$ cat config.mk
export PLATFORM = sky130hd
export DESIGN_NAME = rffap_ctrl
export DESIGN_NICKNAME = d
export VERILOG_FILES = /design/src/hdl/rffap_pkg.sv /design/src/hdl/rffap_ctrl.sv
export SDC_FILE = /design/constraint.sdc
export NUM_CORES = 1
export LEC_CHECK = 0
export ABC_AREA = 1
export BUFFER_PORTS_ARGS = -buffer_cell sky130_fd_sc_hd__buf_2
export CORE_AREA = 2 2 39 41
export CTS_BUF_LIST = sky130_fd_sc_hd__clkbuf_4 sky130_fd_sc_hd__clkbuf_8 sky130_fd_sc_hd__clkbuf_16
export CTS_CLUSTER_SIZE = 8
export DETAILED_ROUTE_END_ITERATION = 6
export DIE_AREA = 0 0 41 43
export PLACE_DENSITY = 0.44
export SKIP_LAST_GASP = 1
export SYNTH_ARGS = -nofsm -noshare
export SYNTH_HDL_FRONTEND = slang
export SYNTH_SLANG_ARGS = --single-unit
$ cat constraint.sdc
create_clock -name clk -period 2.3 [get_ports clk]
set_input_delay 0.23 -clock clk [delete_from_list [all_inputs] [get_ports clk]]
set_output_delay 0.23 -clock clk [all_outputs]
set_load 0.02 [all_outputs]
$ cat src/hdl/rffap_pkg.sv
package rffap_pkg;

  // item kinds
  localparam logic [3:0] K_WORD_WR  = 4'd0;
  localparam logic [3:0] K_WORD_RD  = 4'd1;
  localparam logic [3:0] K_RAW_WR   = 4'd2;
  localparam logic [3:0] K_RAW_RD   = 4'd3;
  localparam logic [3:0] K_HW_WR    = 4'd4;
  localparam logic [3:0] K_HW_RD    = 4'd5;
  localparam logic [3:0] K_HW_REG_WR = 4'd6;
  localparam logic [3:0] K_HW_REG_RD = 4'd7;
  localparam logic [3:0] K_SW_WR    = 4'd8;
  localparam logic [3:0] K_SW_RD    = 4'd9;
  localparam logic [3:0] K_SW_REG_WR = 4'd10;
  localparam logic [3:0] K_SW_REG_RD = 4'd11;
  localparam logic [3:0] K_DEFINE   = 4'd12;
  localparam logic [3:0] K_ATTACH   = 4'd13;

  // status codes
  localparam logic [1:0] ST_OK      = 2'd0;
  localparam logic [1:0] ST_RANGE   = 2'd1;
  localparam logic [1:0] ST_FULL    = 2'd2;
  localparam logic [1:0] ST_BAD_DEF = 2'd3;

  // flag bits
  localparam int FB_HW_RD  = 0;
  localparam int FB_HW_WR  = 1;
  localparam int FB_HW_EN  = 2;
  localparam int FB_HW_MSK = 3;
  localparam int FB_SW_RD  = 4;
  localparam int FB_SW_WR  = 5;
  localparam int FB_CLR_RD = 6;
  localparam int FB_SET_RD = 7;
  localparam int FB_W1S    = 8;
  localparam int FB_W1C    = 9;

  // field operations
  localparam logic [2:0] OP_RAW_WR = 3'd0;
  localparam logic [2:0] OP_RAW_RD = 3'd1;
  localparam logic [2:0] OP_HW_WR  = 3'd2;
  localparam logic [2:0] OP_HW_RD  = 3'd3;
  localparam logic [2:0] OP_SW_WR  = 3'd4;
  localparam logic [2:0] OP_SW_RD  = 3'd5;

  // config register indexes (paddr[2])
  localparam logic CFG_RESOURCES = 1'b0;
  localparam logic CFG_REGISTERS = 1'b1;

  localparam logic [31:0] ALL_ONES = 32'hffffffff;

  typedef struct packed {
    logic [3:0]  kind;
    logic [7:0]  resource_index;
    logic [6:0]  field_index;
    logic [31:0] data;
    logic [4:0]  field_msb;
    logic [4:0]  field_lsb;
    logic [31:0] field_reset;
    logic [31:0] field_mask;
    logic [9:0]  field_flags;
  } in_item_t;

  typedef struct packed {
    logic [31:0] read_data;
    logic [1:0]  status;
  } out_item_t;

  typedef struct packed {
    logic [9:0]  flags;
    logic [4:0]  msb;
    logic [4:0]  lsb;
    logic [31:0] rst;
    logic [31:0] mask;
  } field_info_t;

  localparam field_info_t FIELD_RESET_INFO = '{
    flags: 10'b0000110011, msb: 5'd0, lsb: 5'd0, rst: 32'd0, mask: 32'd0};

  typedef struct packed {
    logic [31:0] word;
    logic [31:0] value;
  } fop_res_t;

  typedef struct packed {
    logic latch;
    logic clr_step;
    logic exec;
    logic loop;
    logic lwait;
    logic fop;
    logic load_out;
  } dp_cmd_t;

  typedef struct packed {
    logic clr_done;
    logic go_loop;
    logic last;
  } dp_sts_t;

  function automatic logic [31:0] width_mask(input field_info_t fi);
    logic [31:0] m;
    m = (fi.msb < fi.lsb) ? 32'd0 : (ALL_ONES >> (5'd31 - (fi.msb - fi.lsb)));
    return m;
  endfunction

  function automatic fop_res_t field_op(input logic [2:0] op, input logic [31:0] word,
                                        input field_info_t fi, input logic [31:0] v);
    logic [31:0] wm;
    logic [31:0] fm;
    logic [31:0] cur;
    logic [31:0] en;
    logic [31:0] nv;
    fop_res_t r;
    wm = width_mask(fi);
    fm = wm << fi.lsb;
    cur = (word >> fi.lsb) & wm;
    en = fm;
    nv = v;
    r.word = word;
    r.value = 32'd0;
    case (op)
      OP_RAW_WR: r.word = (word & ~fm) | ((v << fi.lsb) & fm);
      OP_RAW_RD: r.value = cur;
      OP_HW_WR: begin
        if (fi.flags[FB_HW_WR]) begin
          if (fi.flags[FB_HW_EN]) en = (fi.mask << fi.lsb) & fm;
          else if (fi.flags[FB_HW_MSK]) en = ~(fi.mask << fi.lsb) & fm;
          r.word = (word & ~en) | ((v << fi.lsb) & en);
        end
      end
      OP_HW_RD: if (fi.flags[FB_HW_RD]) r.value = cur;
      OP_SW_WR: begin
        if (fi.flags[FB_SW_WR]) begin
          if (fi.flags[FB_W1S]) nv = cur | v;
          else if (fi.flags[FB_W1C]) nv = cur & ~v;
          r.word = (word & ~fm) | ((nv << fi.lsb) & fm);
        end
      end
      OP_SW_RD: begin
        if (fi.flags[FB_SW_RD]) begin
          r.value = cur;
          if (fi.flags[FB_SET_RD]) r.word = word | fm;
          else if (fi.flags[FB_CLR_RD]) r.word = word & ~fm;
        end
      end
      default: r.word = word;
    endcase
    return r;
  endfunction

endpackage

$ cat src/hdl/rffap_ctrl.sv
module rffap_ctrl (
  input  logic               clk,
  input  logic               rst,
  input  logic               in_valid,
  output logic               in_stall,
  output logic               out_valid,
  input  logic               out_stall,
  output rffap_pkg::dp_cmd_t cmd,
  input  rffap_pkg::dp_sts_t sts
);
  import rffap_pkg::*;

  localparam logic [2:0] S_CLEAR = 3'd0;
  localparam logic [2:0] S_IDLE  = 3'd1;
  localparam logic [2:0] S_FETCH = 3'd2;
  localparam logic [2:0] S_EXEC  = 3'd3;
  localparam logic [2:0] S_LWAIT = 3'd4;
  localparam logic [2:0] S_FOP   = 3'd5;
  localparam logic [2:0] S_DONE  = 3'd6;

  logic [2:0] state;
  logic [2:0] state_next;

  assign in_stall = (state != S_IDLE);

  always_comb begin
    cmd.latch    = (state == S_IDLE) && in_valid;
    cmd.clr_step = (state == S_CLEAR);
    cmd.exec     = (state == S_EXEC);
    cmd.loop     = (state == S_LWAIT) || (state == S_FOP);
    cmd.lwait    = (state == S_LWAIT);
    cmd.fop      = (state == S_FOP);
    cmd.load_out = (state == S_DONE) && (!out_valid || !out_stall);
  end

  always_comb begin
    state_next = state;
    case (state)
      S_CLEAR: if (sts.clr_done) state_next = S_IDLE;
      S_IDLE:  if (in_valid) state_next = S_FETCH;
      S_FETCH: state_next = S_EXEC;
      S_EXEC:  state_next = sts.go_loop ? S_LWAIT : S_DONE;
      S_LWAIT: state_next = S_FOP;
      S_FOP:   state_next = sts.last ? S_DONE : S_LWAIT;
      S_DONE:  if (cmd.load_out) state_next = S_IDLE;
      default: state_next = S_CLEAR;
    endcase
  end

  always_ff @(posedge clk) begin
    if (rst) begin
      state <= S_CLEAR;
      out_valid <= 1'b0;
    end else begin
      state <= state_next;
      if (cmd.load_out) out_valid <= 1'b1;
      else if (!out_stall) out_valid <= 1'b0;
    end
  end

  a_accept_fetch: assert property (@(posedge clk) disable iff (rst)
    (state == S_IDLE && in_valid) |=> state == S_FETCH)
    else $error("accepted beat did not start a fetch");

  a_no_accept_clear: assert property (@(posedge clk) disable iff (rst)
    (state == S_CLEAR) |-> !cmd.latch && !cmd.load_out)
    else $error("activity during clearing pass");

  a_out_from_done: assert property (@(posedge clk) disable iff (rst)
    $rose(out_valid) |-> $past(state) == S_DONE)
    else $error("result beat raised outside done");

  a_loop_from_exec: assert property (@(posedge clk) disable iff (rst)
    (state == S_LWAIT) |-> ($past(state) == S_EXEC || $past(state) == S_FOP))
    else $error("field loop entered out of order");

endmodule

## Word-level counts from Yosys, hierarchy flattened

Index checks and enable logic that the tools add are counted.

| storage, ports and cells | value |
|---|---|
| register bits | 4 |

| cells by class | value |
|---|---|
| equality and inequality tests | 11 |
| mux-type cells | 8 |
| reduce and logical (&&, ||, !) cells | 8 |

Operator list:

| kind | count |
|---|---|
| $pmux 3 s7 | 1 |
| $eq 3x3->1 const B | 3 |
| $mux 3 | 3 |
| $eq 3x2->1 const B | 2 |
| $mux 2 | 2 |
| $ne 2x1->1 const B | 2 |
| $ne 2x2->1 const B | 2 |
| $eq 3x1->1 const B | 1 |
| $logic_not 3->1 | 1 |
| $ne 3x1->1 const B | 1 |
| $reduce_and 3->1 | 1 |
| $logic_and 1x1->1 | 2 |
| $logic_not 1->1 | 2 |
| $logic_or 1x1->1 | 2 |
| $mux 1 | 2 |

## Longest topological paths before layout

Gate-level depths: netlist (run 1).

| depth | value |
|---|---|
| depth in word-level cells | 5 |
| depth in mapped cells | 7 |
| mapped depth without buffers | 7 |

## Worst setup path after synthesis (run 1)

Ideal clock, no wire load.

| timing path | value |
|---|---|
| path kind | flip-flop to output port |
| start point | register state[2] |
| end point | output cmd[6] in the netlist's numbering |
| data arrival time | 0.992 ns |
| slack | 1.078 ns |
| cell stages (with the launch flop) | 4 |
| cell sequence | dfxtp_1 > nor2_2 > nand2_1 > nor2_1 |

RTL lines:

| item | line | text |
|---|---|---|
| from (decl) | rffap_ctrl.sv:21 | `logic [2:0] state;` |
| from (signal assigned) | rffap_ctrl.sv:55 | `state <= state_next;` |
| to (decl) | rffap_ctrl.sv:8 | `output rffap_pkg::dp_cmd_t cmd,` |

==> run_results.csv, run 1 <==
group,metric,value,unit
run_status,outcome,"finished clean",
global_route,first_global_vias,272,
critical_path,path_buf_inv,2,
power_and_ir_drop,powerDensity,782,nW/um^2
floorplan,io_pins,16,
cts,post_cts_buffers,0,
layout,drive_above_1_share,43.3,%
floorplan,start_util,19.3,%
route,drt-total-wl,638,microns
placement,place.gp.congestion,0.635,
floorplan,fp.coreArea,1380,sq um
sta,finClkSkew,0.00445,ns
placement,portBuffers,15,
route,drtIter0Drc,3,
sta,slew_headroom,82.2,%
route,ant_nets,0,
critical_path,worstPathArrival,1.13,ns
critical_path,path_delay_family,"flip-flops",
layout,seq_area,80.1,sq um
route,viasPerCell,4.08,
cts,cts.clk_slew.worst_paths,0.04,ns
power_and_ir_drop,p_comb_share,39.7,%
sta,rsz0062_at_grt,"no",
sta,fin_crit_sh,59.1,%
power_and_ir_drop,swShare,40.0,%
cts,post_cts_resized,0,
floorplan,dieArea,1760,sq um
power_and_ir_drop,pwr-share-seq,31.2,%
cts,holdBufCountCts,0,
layout,layout_commonest_cell,"buf_2",
global_route,track_usage,9.25,%
critical_path,critPathKind,"reg2out",
global_route,grt_pass1_wl,986,microns
layout,syn_to_final_growth,43.9,%
sta,setup-violations-final,0,
cts,clock_path_buffers,2,
power_and_ir_drop,power.internal,0.181,mW
cts,htreeDepth,1,
critical_path,path_cells,"inv_2 > nor3_2 > buf_2",
power_and_ir_drop,ir_drop,159,uV
global_route,grt_max_degree,8,
yosys,synth_area,268,sq um
sta,worst_slack,0.941,ns
yosys,synthTopCellsByArea,"dfxtp_1, nand2_1, nor2_1, nand3_1, inv_1",
yosys,ys_seq_elements,4,
power_and_ir_drop,p_switching,0.120,mW
power_and_ir_drop,leakage,0.225,nW
yosys,netlist.area_leader.share,29.9,%
placement,place_ws,1.18,ns
layout,post-route-util,27.8,%
route,via_count,310,
yosys,synthCells,42,
cts,cts_inserted_buffers,3,
critical_path,cp-start-kind,"flip-flop",
worst_hold_path,hp-class,"in2reg",
sta,fmax,736,MHz
yosys,ys_seq_area_share,29.9,%
route,wl_per_cell,8.39,microns
yosys,yosysTopAreaCell,"dfxtp_1",
critical_path,end_kind,"output pin",
sta,min_period,1.36,ns
yosys,synthesis.yosys.warnings,0,
sta,finalMaxSlewViolations,0,
yosys,synth_fp_nets,49,
placement,hpwl,519,microns
global_route,antenna_found_initial,0,
power_and_ir_drop,pwr-share-clk,29.1,%
route,drc,0,
floorplan,fp.dieW,41,microns
sta,worst_slew_pin_slew,0.267,ns
route,first_pass_iters,4,
critical_path,critPathRequiredTime,2.07,ns
sta,setup_tns,0,ns
critical_path,critPathMaxFanout,7,
layout,fill_cells,166,
layout,n_antenna_cell,0,
layout,mostFrequentLayoutCells,"buf_2, nand2_1, nor2_1, inv_1",
sta,hold_viol,0,
yosys,synthDistinctLibCells,14,
floorplan,rows,14,
run,cap_violations,0,
floorplan,die_y,43,microns
yosys,syn_avg_cell_area,6.38,sq um
cts,cts_root_buffer,"clkbuf_4",
sta,fin_hold_ws,0.202,ns
critical_path,critPathMaxStageDelay,0.45,ns
layout,nets,69,
cts,clk_latency,0.24,ns
cts,cts_tree,"done",
critical_path,slowest_stage,"dfxtp_1",
global_route,grt_overflow_total,0,
cts,cts_num_sinks,4,
layout,multi_input_area,161,sq um
==> layer usage <==
layer	GRT usage (%)	wire length, microns
met1	7.42	254
met4	12.0	0
met2	14.1	357
met5	0	0
met3	3.14	26
==> synthesized netlist by cell type, drive strengths merged <==
cell / instances
nor2: 11
nand2: 9
dfxtp: 4
nor3: 1
nand3: 5
nand3b: 2
inv: 7
nand4: 1
a21oi: 2
==> sequential cells by signal, indices dropped and copies added (netlist names) <==
name / count
out_valid: 1
state: 3
==> cell type report <==
type	count	area share (%)
Timing Repair Buffer	15	19.5
Sequential cell	4	20.8
Clock buffer	3	5.84
Multi-Input combinational cell	31	41.9
Inverter	7	6.82
Tap cell	16	5.19
==> power groups by stage <==
stage / registers [mW] / logic (mW) / clock network, mW
3_5_place_dp: 0.0951 / 0.121 / 0
3_3_place_gp: 0.0948 / 0.123 / 0
4_1_cts: 0.0942 / 0.122 / 0.0923
2_1_floorplan: 0.0928 / 0.0897 / 0
5_1_grt: 0.0953 / 0.136 / 0.0943
6_report: 0.0940 / 0.120 / 0.0876
==> worst register-to-register path, delay by kind of cell, from the launching register on <==
family | cells | cell delay [ns]
buffers and inverters | 1 | 0.11
flip-flops | 1 | 0.45
AND/OR/NAND/NOR | 4 | 0.33
==> kinds of logic (layout without fill, tap and decap cells) <==
kind of cell	after synthesis	after routing	synth area share [%]
buf+inv	7	25	9.81
simple gates	29	29	56.5
flops	4	4	29.9
compound gates	2	2	3.74
==> path summary, 6_finish.rpt <==
path | from | to | slack, ns | cells after the start
hold / removal | rst | state[2]$_SDFFE_PP0P_ | 0.20 | 2
setup / recovery | state[0]$_SDFFE_PP0P_ | cmd[4] | 0.94 | 3
setup reg to reg | state[0]$_SDFFE_PP0P_ | state[1]$_SDFFE_PP0P_ | 1.29 | 5
hold reg to reg | out_valid$_SDFFE_PP0P_ | out_valid$_SDFFE_PP0P_ | 0.48 | 2
==> stage by stage <==
step / cells / power [mW] / instance area, sq um
after floorplan: 42 / 0.182 / 268
after global placement: 73 / 0.218 / 363
after detailed placement: 73 / 0.217 / 363
after CTS: 76 / 0.308 / 385
after global routing: 76 / 0.325 / 385
final: 76 / 0.301 / 385
(Power assumes the default switching activity.)
==> inputs of run 2 (changes only) <==
Settings changed: ABC_AREA 1 to 0.
Clock period 2.3 ns to 1.25 ns, I/O delays scaled along.
==> run 2 against run 1 <==
  * The run now ends with setup timing left
  * Synthesized area down 1.4%
  * Register-to-register slack got worse by 1.2 ns
  * Global-route usage fell by 0.62 points
  * Sequential share of layout area is 1.2 points lower
  * Flip-flop and latch count unchanged
  * Largest cell class unchanged
  * Largest power group is now clock
==> run_results.csv, run 2 <==
group,metric,value,unit
critical_path,critPathRequiredTime,1.12,ns
yosys,synthCells,36,
critical_path,worstPathArrival,1.24,ns
route,ant_nets,0,
yosys,synthTopCellsByArea,"dfxtp_1, a21oi_1, nor3_1, nand2_1, nor2_1",
sta,slew_headroom,88.0,%
layout,largest_registers,"state: 3 flops, out_valid: 1 flops",
yosys,syn_avg_cell_area,7.33,sq um
critical_path,r2r_cells,5,
yosys,async_flop_share,0,%
worst_hold_path,hp-start,"rst",
cts,cts.clk_slew.worst_paths,0.04,ns
yosys,synth_edf_count,0,
critical_path,cp-start-kind,"flip-flop",
global_route,track_usage,8.63,%
floorplan,start_util,19.1,%
sta,min_period,1.37,ns
yosys,synth_area,264,sq um
sta,worst_slack,-0.118,ns
floorplan,rows,14,
layout,fill_cells,169,
cts,clock_path_buffers,2,
layout,top_register,"state",
floorplan,fp.dieW,41,microns
floorplan,fp.coreArea,1380,sq um
critical_path,critPathKind,"reg2out",
yosys,synthDistinctLibCells,19,
route,drc,0,
route,drt-total-wl,752,microns
sta,rsz0062_at_grt,"yes",
global_route,grt_overflow_total,0,
power_and_ir_drop,leakage,0.206,nW
critical_path,r2r-start,"state[2]$_SDFFE_PP0P_",
floorplan,die_y,43,microns
layout,n_antenna_cell,0,
power_and_ir_drop,powerDensity,1020,nW/um^2
run,cap_violations,0,
route,drtIter0Drc,3,
layout,seq_area,86.3,sq um
layout,nets,64,
placement,place.gp.congestion,0.632,
sta,finClkSkew,0.00561,ns
floorplan,dieArea,1760,sq um
yosys,synth_common_cells,"a21oi_1, dfxtp_1, nand2_1, nor2_1, nor3_1",
worst_hold_path,whs_path_depth,2,
cts,htreeDepth,1,
sta,finalMaxSlewViolations,0,
yosys,synthesis.yosys.warnings,0,
global_route,antenna_found_initial,0,
sta,fin_crit_sh,109,%
run_status,outcome,"finished, violations left",
global_route,grt_pass1_wl,952,microns
yosys,synth_fp_nets,43,
yosys,synth-main-ff-cell,"dfxtp_1",
yosys,netlist.area_leader.share,30.3,%
critical_path,crit_start,"state[2]$_SDFFE_PP0P_",
critical_path,critPathMaxStageDelay,0.33,ns
sta,setup-violations-final,3,
floorplan,io_pins,16,
cts,cts_tree,"done",
power_and_ir_drop,ir_drop,432,uV
route,via_count,324,
worst_hold_path,hp-class,"in2reg",
cts,cts_num_sinks,4,
cts,cts_root_buffer,"clkbuf_4",
critical_path,path_cells,"and2b_2 > or2b_1 > nor2_2 > buf_6",
layout,layout_commonest_cell,"buf_2",
layout,largest_reg_flops,3,
run_status,violations,"setup timing",
critical_path,critPathMaxFanout,3,
layout,syn_to_final_growth,66.8,%
yosys,ys_seq_area_share,30.3,%
sta,worst_slew_pin_slew,0.177,ns
sta,setup_tns,-0.202,ns
route,viasPerCell,4.56,
layout,drive_above_1_share,58.2,%
cts,cts_inserted_buffers,3,
yosys,yosysTopAreaCell,"dfxtp_1",
layout,multi_input_area,184,sq um
cts,holdBufCountCts,0,
layout,mostFrequentLayoutCells,"buf_2, buf_4, nand2_1",
critical_path,end_kind,"output pin",
placement,place_ws,0.0520,ns
placement,portBuffers,15,
cts,clk_latency,0.23,ns
sta,hold_viol,0,
critical_path,slowest_stage,"dfxtp_4",
global_route,first_global_vias,245,
route,wl_per_cell,10.6,microns
route,first_pass_iters,3,
yosys,ys_seq_elements,4,
sta,fmax,731,MHz
global_route,grt_max_degree,9,
## run 2: cell types whose count changed after synthesis, moves of 3 or more
cell / before / now
nand2_1: 8 / 4
nand3_1: 4 / 0
nor2_1: 8 / 4
inv_1: 5 / 2
nor3_1: 0 / 3
## run 2: cell families (layout without fill, tap and decap cells)
group | after synthesis | count (layout) | share of synthesized area (%)
flip-flops | 4 | 4 | 30.3
buffers and inverters | 4 | 23 | 9.00
multiplexers | 1 | 1 | 3.79
AND/OR/NAND/NOR | 18 | 18 | 36.5
AO/OA/AOI/OAI | 9 | 9 | 20.4
## run 2: critical path, delay by kind of cell (launching register included)
kind                   cells  cell delay (ns)
and+or+nand+nor            3             0.56
DFF                        1             0.33
buffers and inverters      1             0.12
## run 2: final cells by class
type	instances	share of cell area [%]
multi-input combinational	28	41.8
timing repair buffer	18	26.7
sequential	4	19.6
clock buffer	3	5.11
tap	16	4.55
inverter	2	2.27
## run 2: through the flow
| stage | area, sq um | power, mW | utilization, % | instances | hold slack [ns] |
|---|---|---|---|---|---|
| 3_3_place_gp | 360 | 0.271 | 26.0 | 67 | 0.366 |
| 2_1_floorplan | 267 | 0.233 | - | 36 | 0.194 |
| 6_report | 440 | 0.448 | 31.8 | 71 | 0.114 |
| 4_1_cts | 414 | 0.443 | 29.9 | 71 | 0.103 |
| 5_1_grt | 440 | 0.479 | 31.8 | 71 | 0.113 |
| 3_5_place_dp | 360 | 0.271 | 26.0 | 67 | 0.364 |
## run 2: path summary, 6_finish.rpt
check / to / slack, ns
max: cmd[6] / -0.12
min: state[0]$_SDFFE_PP0P_ / 0.11
max reg2reg: state[1]$_SDFFE_PP0P_ / 0.07
min reg2reg: out_valid$_SDFFE_PP0P_ / 0.55
## run 2: per-layer routing
metal / GRT usage (%) / routed length (microns)
met5: 0 / 0
met4: 4.00 / 0
met3: 6.28 / 34
met2: 11.9 / 403
met1: 9.62 / 314
## run 2: repair_timing
item                                    in CTS  in global routing
resized for setup                           11                  7
endpoints found under the setup margin       6                  7
buffers inserted                             1                  0
hold endpoints to repair                     0                  0
pin swaps                                    1                  3
## run 2: power breakdown
part           leakage, nW  total [mW]  switching, mW  internal (mW)
combinational        0.158       0.142         0.0731         0.0690
sequential          0.0341       0.150         0.0130          0.137
clock               0.0138       0.156         0.0489          0.107
